`config.mk`:
```
export PLATFORM = sky130hd
export DESIGN_NAME = least_loaded_queue_dispatcher_core
export DESIGN_NICKNAME = d
export VERILOG_FILES = /design/src/sv/llqd_pkg.sv /design/src/sv/least_loaded_queue_dispatcher_core.sv /design/src/sv/llqd_ram.sv
export SDC_FILE = /design/constraint.sdc
export NUM_CORES = 2
export LEC_CHECK = 0
export BUFFER_PORTS_ARGS = -buffer_cell sky130_fd_sc_hd__buf_2
export CAP_MARGIN = 20
export CORE_MARGIN = 1.5
export CORE_UTILIZATION = 40
export DETAILED_ROUTE_END_ITERATION = 16
export SLEW_MARGIN = 20
export SYNTH_ARGS = -nofsm -noshare
export SYNTH_HDL_FRONTEND = slang
export SYNTH_SLANG_ARGS = --single-unit
```
`constraint.sdc`:
```
create_clock -name i_clk -period 14.65 [get_ports i_clk]
set_clock_uncertainty 0.05 [all_clocks]
set_input_delay 2.1975 -clock i_clk [delete_from_list [all_inputs] [get_ports i_clk]]
set_output_delay 2.1975 -clock i_clk [all_outputs]
set_load 0.005 [all_outputs]
```
`src/sv/llqd_pkg.sv`:
```
// shared types and constants of the least-loaded queue dispatcher
package llqd_pkg;

    localparam int TASK_W   = 16;
    localparam int ENTRY_W  = 2 * TASK_W;
    localparam int SERVER_W = 2;
    localparam int SIU_W    = 3;
    localparam int PADDR_W  = 3;
    localparam int PDATA_W  = 32;

    localparam logic [SIU_W-1:0] SIU_RESET = 3'd3;

    localparam logic KIND_DISPATCH = 1'b0;
    localparam logic KIND_DRAIN    = 1'b1;

    typedef enum logic [1:0] {
        EV_ASSIGNED = 2'd0,
        EV_DRAINED  = 2'd1,
        EV_REJECTED = 2'd2
    } t_event;

    typedef enum logic [3:0] {
        S_IDLE = 4'b0001,
        S_DISP = 4'b0010,
        S_SCAN = 4'b0100,
        S_DOUT = 4'b1000
    } t_state;

endpackage

```
`src/sv/least_loaded_queue_dispatcher_core.sv`:
```
// join-shortest-queue dispatcher: per-server task fifos in one ram, apb setup register
//
// Every server owns a fifo of QUEUE_DEPTH slots in a single ram of NUM_SERVERS*QUEUE_DEPTH
// words; fill counts and head pointers sit in flip-flops. In a dispatch beat the idle state
// picks the least-filled server in use through a compare tree over the counts, then the
// dispatch state writes the task into the ram, unless that queue is full and the task is
// rejected, and loads the result register. A drain beat walks the servers in use in order:
// per queued task the scan state issues the ram read, then the output state loads the
// result; a server in use found empty is passed over in the scan state. A stalled output
// holds the dispatch and output states. A new input beat is taken as soon as the previous
// item is done, even while its last result still waits on the output. The ram holds no
// reset value and needs no clearing pass; only occupied slots are ever read.
module least_loaded_queue_dispatcher_core
    import llqd_pkg::*;
#(
    parameter int NUM_SERVERS = 4,
    parameter int QUEUE_DEPTH = 16
) (
    input  logic                i_clk,
    input  logic                i_rst_n,

    input  logic                i_valid,
    output logic                o_stall,
    input  logic                i_kind,
    input  logic [TASK_W-1:0]   i_task_id,
    input  logic [TASK_W-1:0]   i_task_load,

    output logic                o_valid,
    input  logic                i_stall,
    output logic [1:0]          o_event_res,
    output logic [SERVER_W-1:0] o_server,
    output logic [TASK_W-1:0]   o_out_task_id,
    output logic [TASK_W-1:0]   o_out_task_load,
    output logic                o_last,

    input  logic                psel,
    input  logic                penable,
    input  logic                pwrite,
    input  logic [PADDR_W-1:0]  paddr,
    input  logic [PDATA_W-1:0]  pwdata,
    output logic [PDATA_W-1:0]  prdata,
    output logic                pready
);

    localparam int SW        = (NUM_SERVERS > 1) ? $clog2(NUM_SERVERS) : 1;
    localparam int PW        = $clog2(NUM_SERVERS + 1);
    localparam int CW        = $clog2(QUEUE_DEPTH + 1);
    localparam int HW        = (QUEUE_DEPTH > 1) ? $clog2(QUEUE_DEPTH) : 1;
    localparam int MEM_DEPTH = NUM_SERVERS * QUEUE_DEPTH;
    localparam int AW        = (MEM_DEPTH > 1) ? $clog2(MEM_DEPTH) : 1;
    localparam int LW        = $clog2(NUM_SERVERS);
    localparam int PAD       = 1 << LW;
    localparam int KW        = CW + 1;

    t_state              r_state;
    logic [SIU_W-1:0]    r_siu;
    logic [PW-1:0]       r_ptr;
    logic [CW-1:0]       r_cnt  [NUM_SERVERS];
    logic [HW-1:0]       r_head [NUM_SERVERS];
    logic [TASK_W-1:0]   r_id;
    logic [TASK_W-1:0]   r_load;

    logic                r_o_valid;
    t_event              r_o_event;
    logic [SERVER_W-1:0] r_o_server;
    logic [TASK_W-1:0]   r_o_id;
    logic [TASK_W-1:0]   r_o_load;
    logic                r_o_last;

    logic [PW-1:0]       n_act;
    logic [SW-1:0]       sel;
    logic [CW-1:0]       cnt_sel;
    logic [HW-1:0]       head_sel;
    logic [HW-1:0]       head_next;
    logic [CW:0]         slot_sum;
    logic [HW-1:0]       slot;
    logic                sel_full;
    logic                ptr_ok;
    logic                out_free;
    logic                out_load;
    logic                cfg_wr;
    logic                later_busy;
    logic                drain_last;
    logic [SW+1:0]       srv_wide;
    logic [SW-1:0]       best_idx;
    logic [KW-1:0]       tr_key [2*PAD];
    logic [SW-1:0]       tr_idx [2*PAD];

    logic                ram_we;
    logic                ram_re;
    logic [AW-1:0]       ram_waddr;
    logic [AW-1:0]       ram_raddr;
    logic [ENTRY_W-1:0]  ram_rdata;

    // config port
    assign cfg_wr = psel && penable && pwrite && !paddr[2];
    assign pready = 1'b1;
    assign prdata = paddr[2] ? '0 : {{(PDATA_W-SIU_W){1'b0}}, r_siu};

    always_comb begin
        if (r_siu == '0) begin
            n_act = PW'(1);
        end else if (int'(r_siu) > NUM_SERVERS) begin
            n_act = PW'(NUM_SERVERS);
        end else begin
            n_act = PW'(r_siu);
        end
    end

    // least-filled server in use, ties to the lower index
    always_comb begin
        for (int k = 0; k < 2 * PAD; k++) begin
            tr_key[k] = '1;
            tr_idx[k] = '0;
        end
        for (int i = 0; i < NUM_SERVERS; i++) begin
            tr_idx[PAD+i] = SW'(i);
            if (PW'(i) < n_act) begin
                tr_key[PAD+i] = {1'b0, r_cnt[i]};
            end
        end
        for (int k = PAD - 1; k >= 1; k--) begin
            if (tr_key[2*k] <= tr_key[2*k+1]) begin
                tr_key[k] = tr_key[2*k];
                tr_idx[k] = tr_idx[2*k];
            end else begin
                tr_key[k] = tr_key[2*k+1];
                tr_idx[k] = tr_idx[2*k+1];
            end
        end
        best_idx = tr_idx[1];
    end

    // selected server
    assign sel      = r_ptr[SW-1:0];
    assign cnt_sel  = r_cnt[sel];
    assign head_sel = r_head[sel];
    assign sel_full = (cnt_sel == CW'(QUEUE_DEPTH));
    assign ptr_ok   = (r_ptr < n_act);
    assign srv_wide = {2'b00, sel};

    always_comb begin
        slot_sum = (CW+1)'(head_sel) + (CW+1)'(cnt_sel);
        if (slot_sum >= (CW+1)'(QUEUE_DEPTH)) begin
            slot_sum = slot_sum - (CW+1)'(QUEUE_DEPTH);
        end
        slot = slot_sum[HW-1:0];
    end

    assign head_next = (head_sel == HW'(QUEUE_DEPTH - 1)) ? '0 : head_sel + HW'(1);

    always_comb begin
        later_busy = 1'b0;
        for (int s = 0; s < NUM_SERVERS; s++) begin
            if (PW'(s) > r_ptr && PW'(s) < n_act && r_cnt[s] != '0) begin
                later_busy = 1'b1;
            end
        end
    end

    assign drain_last = (cnt_sel == CW'(1)) && !later_busy;
    assign out_free   = !r_o_valid || !i_stall;
    assign out_load   = ((r_state == S_DISP) || (r_state == S_DOUT)) && out_free;

    // task store
    assign ram_we    = (r_state == S_DISP) && out_free && !sel_full;
    assign ram_re    = (r_state == S_SCAN) && ptr_ok && (cnt_sel != '0);
    assign ram_waddr = AW'(sel) * AW'(QUEUE_DEPTH) + AW'(slot);
    assign ram_raddr = AW'(sel) * AW'(QUEUE_DEPTH) + AW'(head_sel);

    llqd_ram #(
        .WIDTH (ENTRY_W),
        .DEPTH (MEM_DEPTH)
    ) u_store (
        .i_clk   (i_clk),
        .i_we    (ram_we),
        .i_waddr (ram_waddr),
        .i_wdata ({r_id, r_load}),
        .i_re    (ram_re),
        .i_raddr (ram_raddr),
        .o_rdata (ram_rdata)
    );

    always_ff @(posedge i_clk) begin
        if (!i_rst_n) begin
            r_state   <= S_IDLE;
            r_siu     <= SIU_RESET;
            r_ptr     <= '0;
            r_o_valid <= 1'b0;
            for (int s = 0; s < NUM_SERVERS; s++) begin
                r_cnt[s]  <= '0;
                r_head[s] <= '0;
            end
        end else begin
            if (cfg_wr) begin
                r_siu <= pwdata[SIU_W-1:0];
            end
            if (r_o_valid && !i_stall && !out_load) begin
                r_o_valid <= 1'b0;
            end
            unique case (r_state)
                S_IDLE: begin
                    if (i_valid) begin
                        r_id   <= i_task_id;
                        r_load <= i_task_load;
                        if (i_kind == KIND_DRAIN) begin
                            r_ptr   <= '0;
                            r_state <= S_SCAN;
                        end else begin
                            r_ptr   <= PW'(best_idx);
                            r_state <= S_DISP;
                        end
                    end
                end
                S_DISP: begin
                    if (out_free) begin
                        r_o_valid  <= 1'b1;
                        r_o_server <= srv_wide[SERVER_W-1:0];
                        r_o_id     <= r_id;
                        r_o_load   <= r_load;
                        r_o_last   <= 1'b1;
                        if (sel_full) begin
                            r_o_event <= EV_REJECTED;
                        end else begin
                            r_o_event  <= EV_ASSIGNED;
                            r_cnt[sel] <= cnt_sel + CW'(1);
                        end
                        r_state <= S_IDLE;
                    end
                end
                S_SCAN: begin
                    if (!ptr_ok) begin
                        r_state <= S_IDLE;
                    end else if (cnt_sel == '0) begin
                        r_head[sel] <= '0;
                        r_ptr       <= r_ptr + PW'(1);
                    end else begin
                        r_state <= S_DOUT;
                    end
                end
                S_DOUT: begin
                    if (out_free) begin
                        r_o_valid  <= 1'b1;
                        r_o_event  <= EV_DRAINED;
                        r_o_server <= srv_wide[SERVER_W-1:0];
                        r_o_id     <= ram_rdata[ENTRY_W-1:TASK_W];
                        r_o_load   <= ram_rdata[TASK_W-1:0];
                        r_o_last   <= drain_last;
                        if (cnt_sel == CW'(1)) begin
                            r_cnt[sel]  <= '0;
                            r_head[sel] <= '0;
                            r_ptr       <= r_ptr + PW'(1);
                        end else begin
                            r_cnt[sel]  <= cnt_sel - CW'(1);
                            r_head[sel] <= head_next;
                        end
                        r_state <= S_SCAN;
                    end
                end
                default: begin
                    r_state <= S_IDLE;
                end
            endcase
        end
    end

    assign o_stall         = (r_state != S_IDLE);
    assign o_valid         = r_o_valid;
    assign o_event_res     = r_o_event;
    assign o_server        = r_o_server;
    assign o_out_task_id   = r_o_id;
    assign o_out_task_load = r_o_load;
    assign o_last          = r_o_last;

`ifndef NO_ASSERTIONS
    a_disp_result: assert property (@(posedge i_clk) disable iff (!i_rst_n)
        (r_state == S_DISP && out_free) |=> (r_o_valid && r_o_last && r_state == S_IDLE))
        else $error("dispatch finished without a final result");

    a_cnt_bound: assert property (@(posedge i_clk) disable iff (!i_rst_n)
        cnt_sel <= CW'(QUEUE_DEPTH))
        else $error("queue count above depth");

    a_rdata_hold: assert property (@(posedge i_clk) disable iff (!i_rst_n)
        (r_state == S_DOUT && $past(r_state == S_DOUT)) |-> $stable(ram_rdata))
        else $error("read data changed while result waits");
`endif

endmodule

```
`src/sv/llqd_ram.sv`:
```
// generic single-write, single-read synchronous ram with registered read data
module llqd_ram #(
    parameter int WIDTH = 32,
    parameter int DEPTH = 64,
    localparam int AW = (DEPTH > 1) ? $clog2(DEPTH) : 1
) (
    input  logic             i_clk,
    input  logic             i_we,
    input  logic [AW-1:0]    i_waddr,
    input  logic [WIDTH-1:0] i_wdata,
    input  logic             i_re,
    input  logic [AW-1:0]    i_raddr,
    output logic [WIDTH-1:0] o_rdata
);

    logic [WIDTH-1:0] r_mem [DEPTH];
    logic [WIDTH-1:0] r_rdata;

    always_ff @(posedge i_clk) begin
        if (i_we) begin
            r_mem[i_waddr] <= i_wdata;
        end
        if (i_re) begin
            r_rdata <= r_mem[i_raddr];
        end
    end

    assign o_rdata = r_rdata;

endmodule
```
### After elaboration in Yosys (flattened, before gate mapping)

Memories as Yosys holds them, arrays and structs flattened. A register that Yosys moved wholly into a read port is not among the register bits.
Index checks and enable logic that the tools add are counted.

* reduce and logical (&&, ||, !) cells: 44
* equality and inequality tests: 15
* order comparisons: 14
* divide/modulo/power cells: 0
* bitwise operators: 4
* multiplexer cells: 85
* shift-type cells: 0
* $add $sub $neg: 8
* multipliers: 0

Operators with widths (count)
* $mux W16: 4
* $pmux W16 S2: 2
* $mux W4: 10
* $mux W1: 36
* $mux W6: 6
* $mux W3: 9
* $reduce_bool A5 Y1: 5
* $mux W2: 11
* $logic_and A1 B1 Y1: 19
* $le A6 B6 Y1: 3
* $pmux W4 S4: 1
* $mux W5: 3
* $add A6 B4 Y6: 2
* $pmux W3 S3: 1
* $eq A4 B4 Y1 const B: 2
* $ne A2 B2 Y1 const B: 4
* $reduce_and A4 Y1: 2
* $add A4 B5 Y6: 1
* $ge A6 B5 Y1 const B: 1
* $gt A1 B3 Y1 const A: 2
* $gt A2 B3 Y1 const A: 2
* $logic_not A1 Y1: 6
* $lt A1 B3 Y1 const A: 2
* $lt A2 B3 Y1 const A: 2
* other kinds (28): 34

* output and inout bits: 72
* word-level logic and storage cells: 184
* latch bits: 0
* register bits: 80
* memory bits (writable): 2084
* bits of input ports: 75
* memory bits (read-only): 0
* memories kept: 3

Memory list
* u_store.r_mem: words 64, width 32, read ports 1, clocked after memory_dff 1, write ports 1, RTL line llqd_ram.sv:16 `logic [WIDTH-1:0] r_mem [DEPTH];`
* r_cnt: words 4, width 5, read ports 5, clocked after memory_dff 1, write ports 4, RTL line least_loaded_queue_dispatcher_core.sv:58 `logic [CW-1:0] r_cnt [NUM_SERVERS];`
* r_head: words 4, width 4, read ports 1, clocked after memory_dff 1, write ports 4, RTL line least_loaded_queue_dispatcher_core.sv:59 `logic [HW-1:0] r_head [NUM_SERVERS];`

### Longest topological paths before layout

* depth after elaboration: 14
* gate-level depth with buffers: 20
* mapped depth without buffers: 18

### Cells and area by module

A second synthesis with hierarchy kept.

* cells, all modules: 3831
* area, all modules: 85004.0 µm²

Modules (own cells, without submodules)
* llqd_ram: cells an instance 3324, sequential area each 62459.9 µm², area each 78835.6 µm², instances 1
* least_loaded_queue_dispatcher_core: cells an instance 507, sequential area each 3413.3 µm², area each 6168.4 µm², instances 1

### Least setup slack after synthesis

No wires, ideal clock.

* path type: reg-to-reg
* start point: register (tool-made name)
* end point: memory u_store.r_mem[56][0], enable pin
* required time: 14.179 ns
* library setup time: 0.421 ns
* path slack: 9.813 ns
* path buffers: 5
* stages on the path, launching flop included: 16
* arrival time: 4.366 ns
* period minus slack after synthesis: 4.837 ns
* cells stage by stage: dfxtp_1 > buf_6 > mux2i_1 > mux2_2 > inv_1 > buf_4 > buf_2 > buf_2 > buf_2 > ha_1 > a21o_1 > a21oi_1 > xnor2_1 > xor2_1 > nand2_1 > nor2_1

RTL lines (RTL line)
* end: declaration: llqd_ram.sv:16

==> insert_results.sql <==
INSERT INTO impl_metrics (metric_group, metric, value, unit) VALUES
('floorplan', 'floorplan.die_area', '219000', 'um^2'),
('setup_path', 'cp-end-kind', 'flop', ''),
('floorplan', 'dieWidth', '468', 'um'),
('worst_hold_path', 'timing.hold.worst_endpoint', 'o_out_task_id[11]', ''),
('run_status', 'outcome', 'finished clean', ''),
('setup_path', 'cp_cell_sequence', 'mux2i_1, mux2_8, inv_8, buf_12, ha_1, a21oi_1, xnor2_1, xnor2_1, nand2_1, nor2_4, buf_4', ''),
('global_routing', 'largest_net_degree_at_the_start_of_global_routing', '145', ''),
('clock_tree', 'cts_inserted_buffers', '214', ''),
('power_and_ir_drop', 'pwr_density_cell', '145', 'nW/um^2'),
('logic_synthesis', 'synth.top_cells.by_count', 'edfxtp_1 (2185), nand2_1 (978), mux4_2 (250)', ''),
('logic_synthesis', 'synth_area_leader_cell', 'edfxtp_1', ''),
('timing', 'timing.final.max_slew_violations', '0', ''),
('timing', 'min_period_over_period', '0.436', ''),
('timing', 'fin_crit', '6.39', 'ns'),
('detailed_routing', 'firstDrtPassIters', '6', ''),
('setup_path', 'critical_path_required', '15.07', 'ns'),
('logic_synthesis', 'synthMostInstantiatedCell', 'edfxtp_1', ''),
('logic_synthesis', 'dominantRegCellSynth', 'edfxtp_1', ''),
('timing', 'worstMarginPinSlew', '1.22', 'ns'),
('timing', 'rsz0062_at_grt', 'false', ''),
('detailed_routing', 'number_of_drc_markers_after_the_initial_detailed_route_iteration', '5469', ''),
('detailed_routing', 'route.final.wire_length', '227', 'mm'),
('setup_path', 'maximum_fanout_encountered_on_the_critical_timing_path', '144', ''),
('power_and_ir_drop', 'leakage', '31.1', 'nW'),
('worst_hold_path', 'worst_hold_path.num_cells', '2', ''),
('timing', 'hold_viol', '0', ''),
('clock_tree', 'cts_post_setup_buffers_inserted', '0', ''),
('setup_path', 'critical_path_arrival', '6.80', 'ns'),
('floorplan', 'initial_core_utilization', '0.403', ''),
('clock_tree', 'cts_tree', 'done', ''),
('detailed_routing', 'wl_per_cell', '27.2', 'um'),
('logic_synthesis', 'synthesis.yosys.warnings', '0', ''),
('global_routing', 'globalRoute.totalOverflow', '0', ''),
('logic_synthesis', 'syn-instance-count', '5169', ''),
('placement', 'routabilityCongestion', '0.849', ''),
('setup_path', 'timing.critical_path.slowest_stage_cell', 'dfxtp_1', ''),
('clock_tree', 'number_of_cells_upsized_or_downsized_after_cts', '0', ''),
('final_layout', 'syn2layout_area_growth', '12.6', '%'),
('global_routing', 'global_route.usage.total', '0.205', ''),
('floorplan', 'core.rowCount', '170', ''),
('timing', 'final-setup-viol-count', '0', ''),
('clock_tree', 'worst_setup_hold_path_clk_slew', '0.06', 'ns'),
('clock_tree', 'insertion_delay', '0.86', 'ns'),
('timing', 'max-slew-margin-rel', '0.179', ''),
('global_routing', 'first_global_vias', '45800', ''),
('placement', 'place.port_buffers', '85', ''),
('final_layout', 'finalCoreUtilization', '0.453', ''),
('logic_synthesis', 'synth_async_sr_flop_share', '0', ''),
('floorplan', 'pin_count', '147', ''),
('clock_tree', 'ctsRootBufferMaster', 'clkbuf_16', ''),
('logic_synthesis', 'postSynthAreaPerCell', '16.7', 'um^2'),
('worst_hold_path', 'hold_path.startpoint', 'u_store.o_rdata[27]', ''),
('final_layout', 'fin_nets', '5433', ''),
('floorplan', 'fp.dieH', '468', 'um'),
('logic_synthesis', 'synthDistinctLibCells', '71', ''),
('detailed_routing', 'post-route-drc-count', '0', ''),
('clock_tree', 'ctsLongestPathBuffers', '3', ''),
('logic_synthesis', 'ys_seq_elements', '2198', ''),
('detailed_routing', 'postRouteAntennaNets', '0', ''),
('logic_synthesis', 'synth.yosys.seq_area_share', '0.762', ''),
('logic_synthesis', 'synthesized_cell_area', '86400', 'um^2'),
('global_routing', 'antenna_found_initial', '10', ''),
('logic_synthesis', 'synth_top_cells_by_area', 'edfxtp_1 (76%), mux4_2 (6.5%), nand2_1 (4.2%)', ''),
('clock_tree', 'cts_num_sinks', '2198', ''),
('worst_hold_path', 'hp-class', 'reg2reg', ''),
('detailed_routing', 'dr_total_vias', '47500', ''),
('setup_path', 'critical_path.most_common_cell', 'xnor2_1', ''),
('setup_path', 'critical_path.reg2reg.endpoint', 'u_store.r_mem[36][6]', ''),
('placement', 'hpwlAfterDp', '126', 'mm'),
('power_and_ir_drop', 'max-vdd-ir-drop', '0.000134', 'V'),
('timing', 'max_freq', '157', 'MHz');
-- metrics by stage --
| stage | hold slack (ns) | std cells | area, um^2 | setup slack [ns] | total power [mW] |
|---|---|---|---|---|---|
| floorplan | 0.413 | 5198 | 86500 | 9.81 | 8.38 |
| global placement | 0.444 | 7946 | 90600 | 8.22 | 9.00 |
| detailed placement | 0.454 | 7947 | 90600 | 8.24 | 9.02 |
| CTS | 0.464 | 8335 | 97200 | 8.24 | 14.2 |
| global route | 0.499 | 8338 | 97300 | 7.87 | 14.6 |
| finish | 0.467 | 8341 | 97300 | 8.26 | 14.1 |
-- where the power goes --
| part | total (mW) | switching (mW) | internal, mW |
|---|---|---|---|
| clock network | 5.22 | 2.35 | 2.87 |
| registers | 7.02 | 0.0217 | 7.00 |
| logic | 1.88 | 1.28 | 0.596 |
-- state kept, by name (all words and copies together) (netlist names), named ones only --
signal	flops
r_head	16
o_valid	1
o_out_task_id	16
r_state	4
r_siu	3
r_cnt	20
r_load	16
u_store.r_mem	2048
r_id	16
o_event_res	2
o_server	2
r_ptr	3
u_store.o_rdata	32
o_out_task_load	16
o_last	1
-- worst max-delay path by stage --
stage | slack (ns) | to | from
2_1_floorplan | 9.81 | u_store.r_mem[56][0] | flop
3_3_place_gp | 8.22 | u_store.o_rdata[15] | flop
3_5_place_dp | 8.24 | u_store.o_rdata[14] | flop
4_1_cts | 8.24 | u_store.o_rdata[13] | flop
5_1_grt | 7.87 | u_store.o_rdata[11] | flop
6_report | 8.26 | u_store.r_mem[36][6] | flop
-- layout by cell type (no fill, tap or decap), types with 15 or more instances in the layout --
cell type,instances
mux4_2,250
and3_1,71
a21oi_1,112
clkinv_1,67
nor2_1,61
a311oi_1,35
clkbuf_16,215
nor3_2,15
a2111oi_2,16
a221oi_1,29
clkinv_2,33
ha_1,31
nand2_1,978
mux2i_1,108
inv_1,21
a31oi_1,110
a22o_1,61
buf_4,152
a21o_1,35
buf_2,85
edfxtp_1,2185
o21ai_0,28
nor2_4,66
clkbuf_1,43
conb_1,31
o21ai_1,22
o2111a_1,30
nor2b_1,112
nand3_1,216
nand4_1,34
nor3_1,29
a211oi_1,72
-- per-layer routing --
| metal | GRT usage | wire (um) | vias to the layer above |
|---|---|---|---|
| met3 | 0.0392 | 19900 | 326 |
| met2 | 0.323 | 106000 | 2182 |
| met1 | 0.293 | 95800 | 24600 |
| met4 | 0.0505 | 4970 | 6 |
| met5 | 0 | 40 | - |
| li1 | - | - | 20400 |
-- worst max-delay path, delay by kind of cell, from the launching register on --
family	cells	cell delay, ns
compound gates	1	0.17
xor+xnor	2	0.68
fa+ha+maj	1	0.42
buf+inv	3	1.66
flops	1	0.74
mux	2	0.74
simple gates	2	1.24
-- layout make-up --
class / instances / area [um^2]
Inverter: 25 / 114
Clock inverter: 130 / 1070
Tap cell: 2838 / 3550
Multi-Input combinational cell: 2643 / 19400
Antenna cell: 5 / 12.5
Clock buffer: 258 / 5540
Sequential cell: 2198 / 65900
Timing Repair Buffer: 244 / 1690
Fill cell: 18300 / 117000
-- logic make-up after synthesis --
family | after synthesis | synth area share
XOR/XNOR | 6 | 0.000608
buffers and inverters | 357 | 0.0213
AO/OA/AOI/OAI | 596 | 0.0507
multiplexers | 366 | 0.0787
other | 2 | 0.0000869
AND/OR/NAND/NOR | 1612 | 0.0815
flip-flops | 2198 | 0.762
adder cells (fa/ha/maj) | 32 | 0.00472
(Power assumes the default switching activity.)
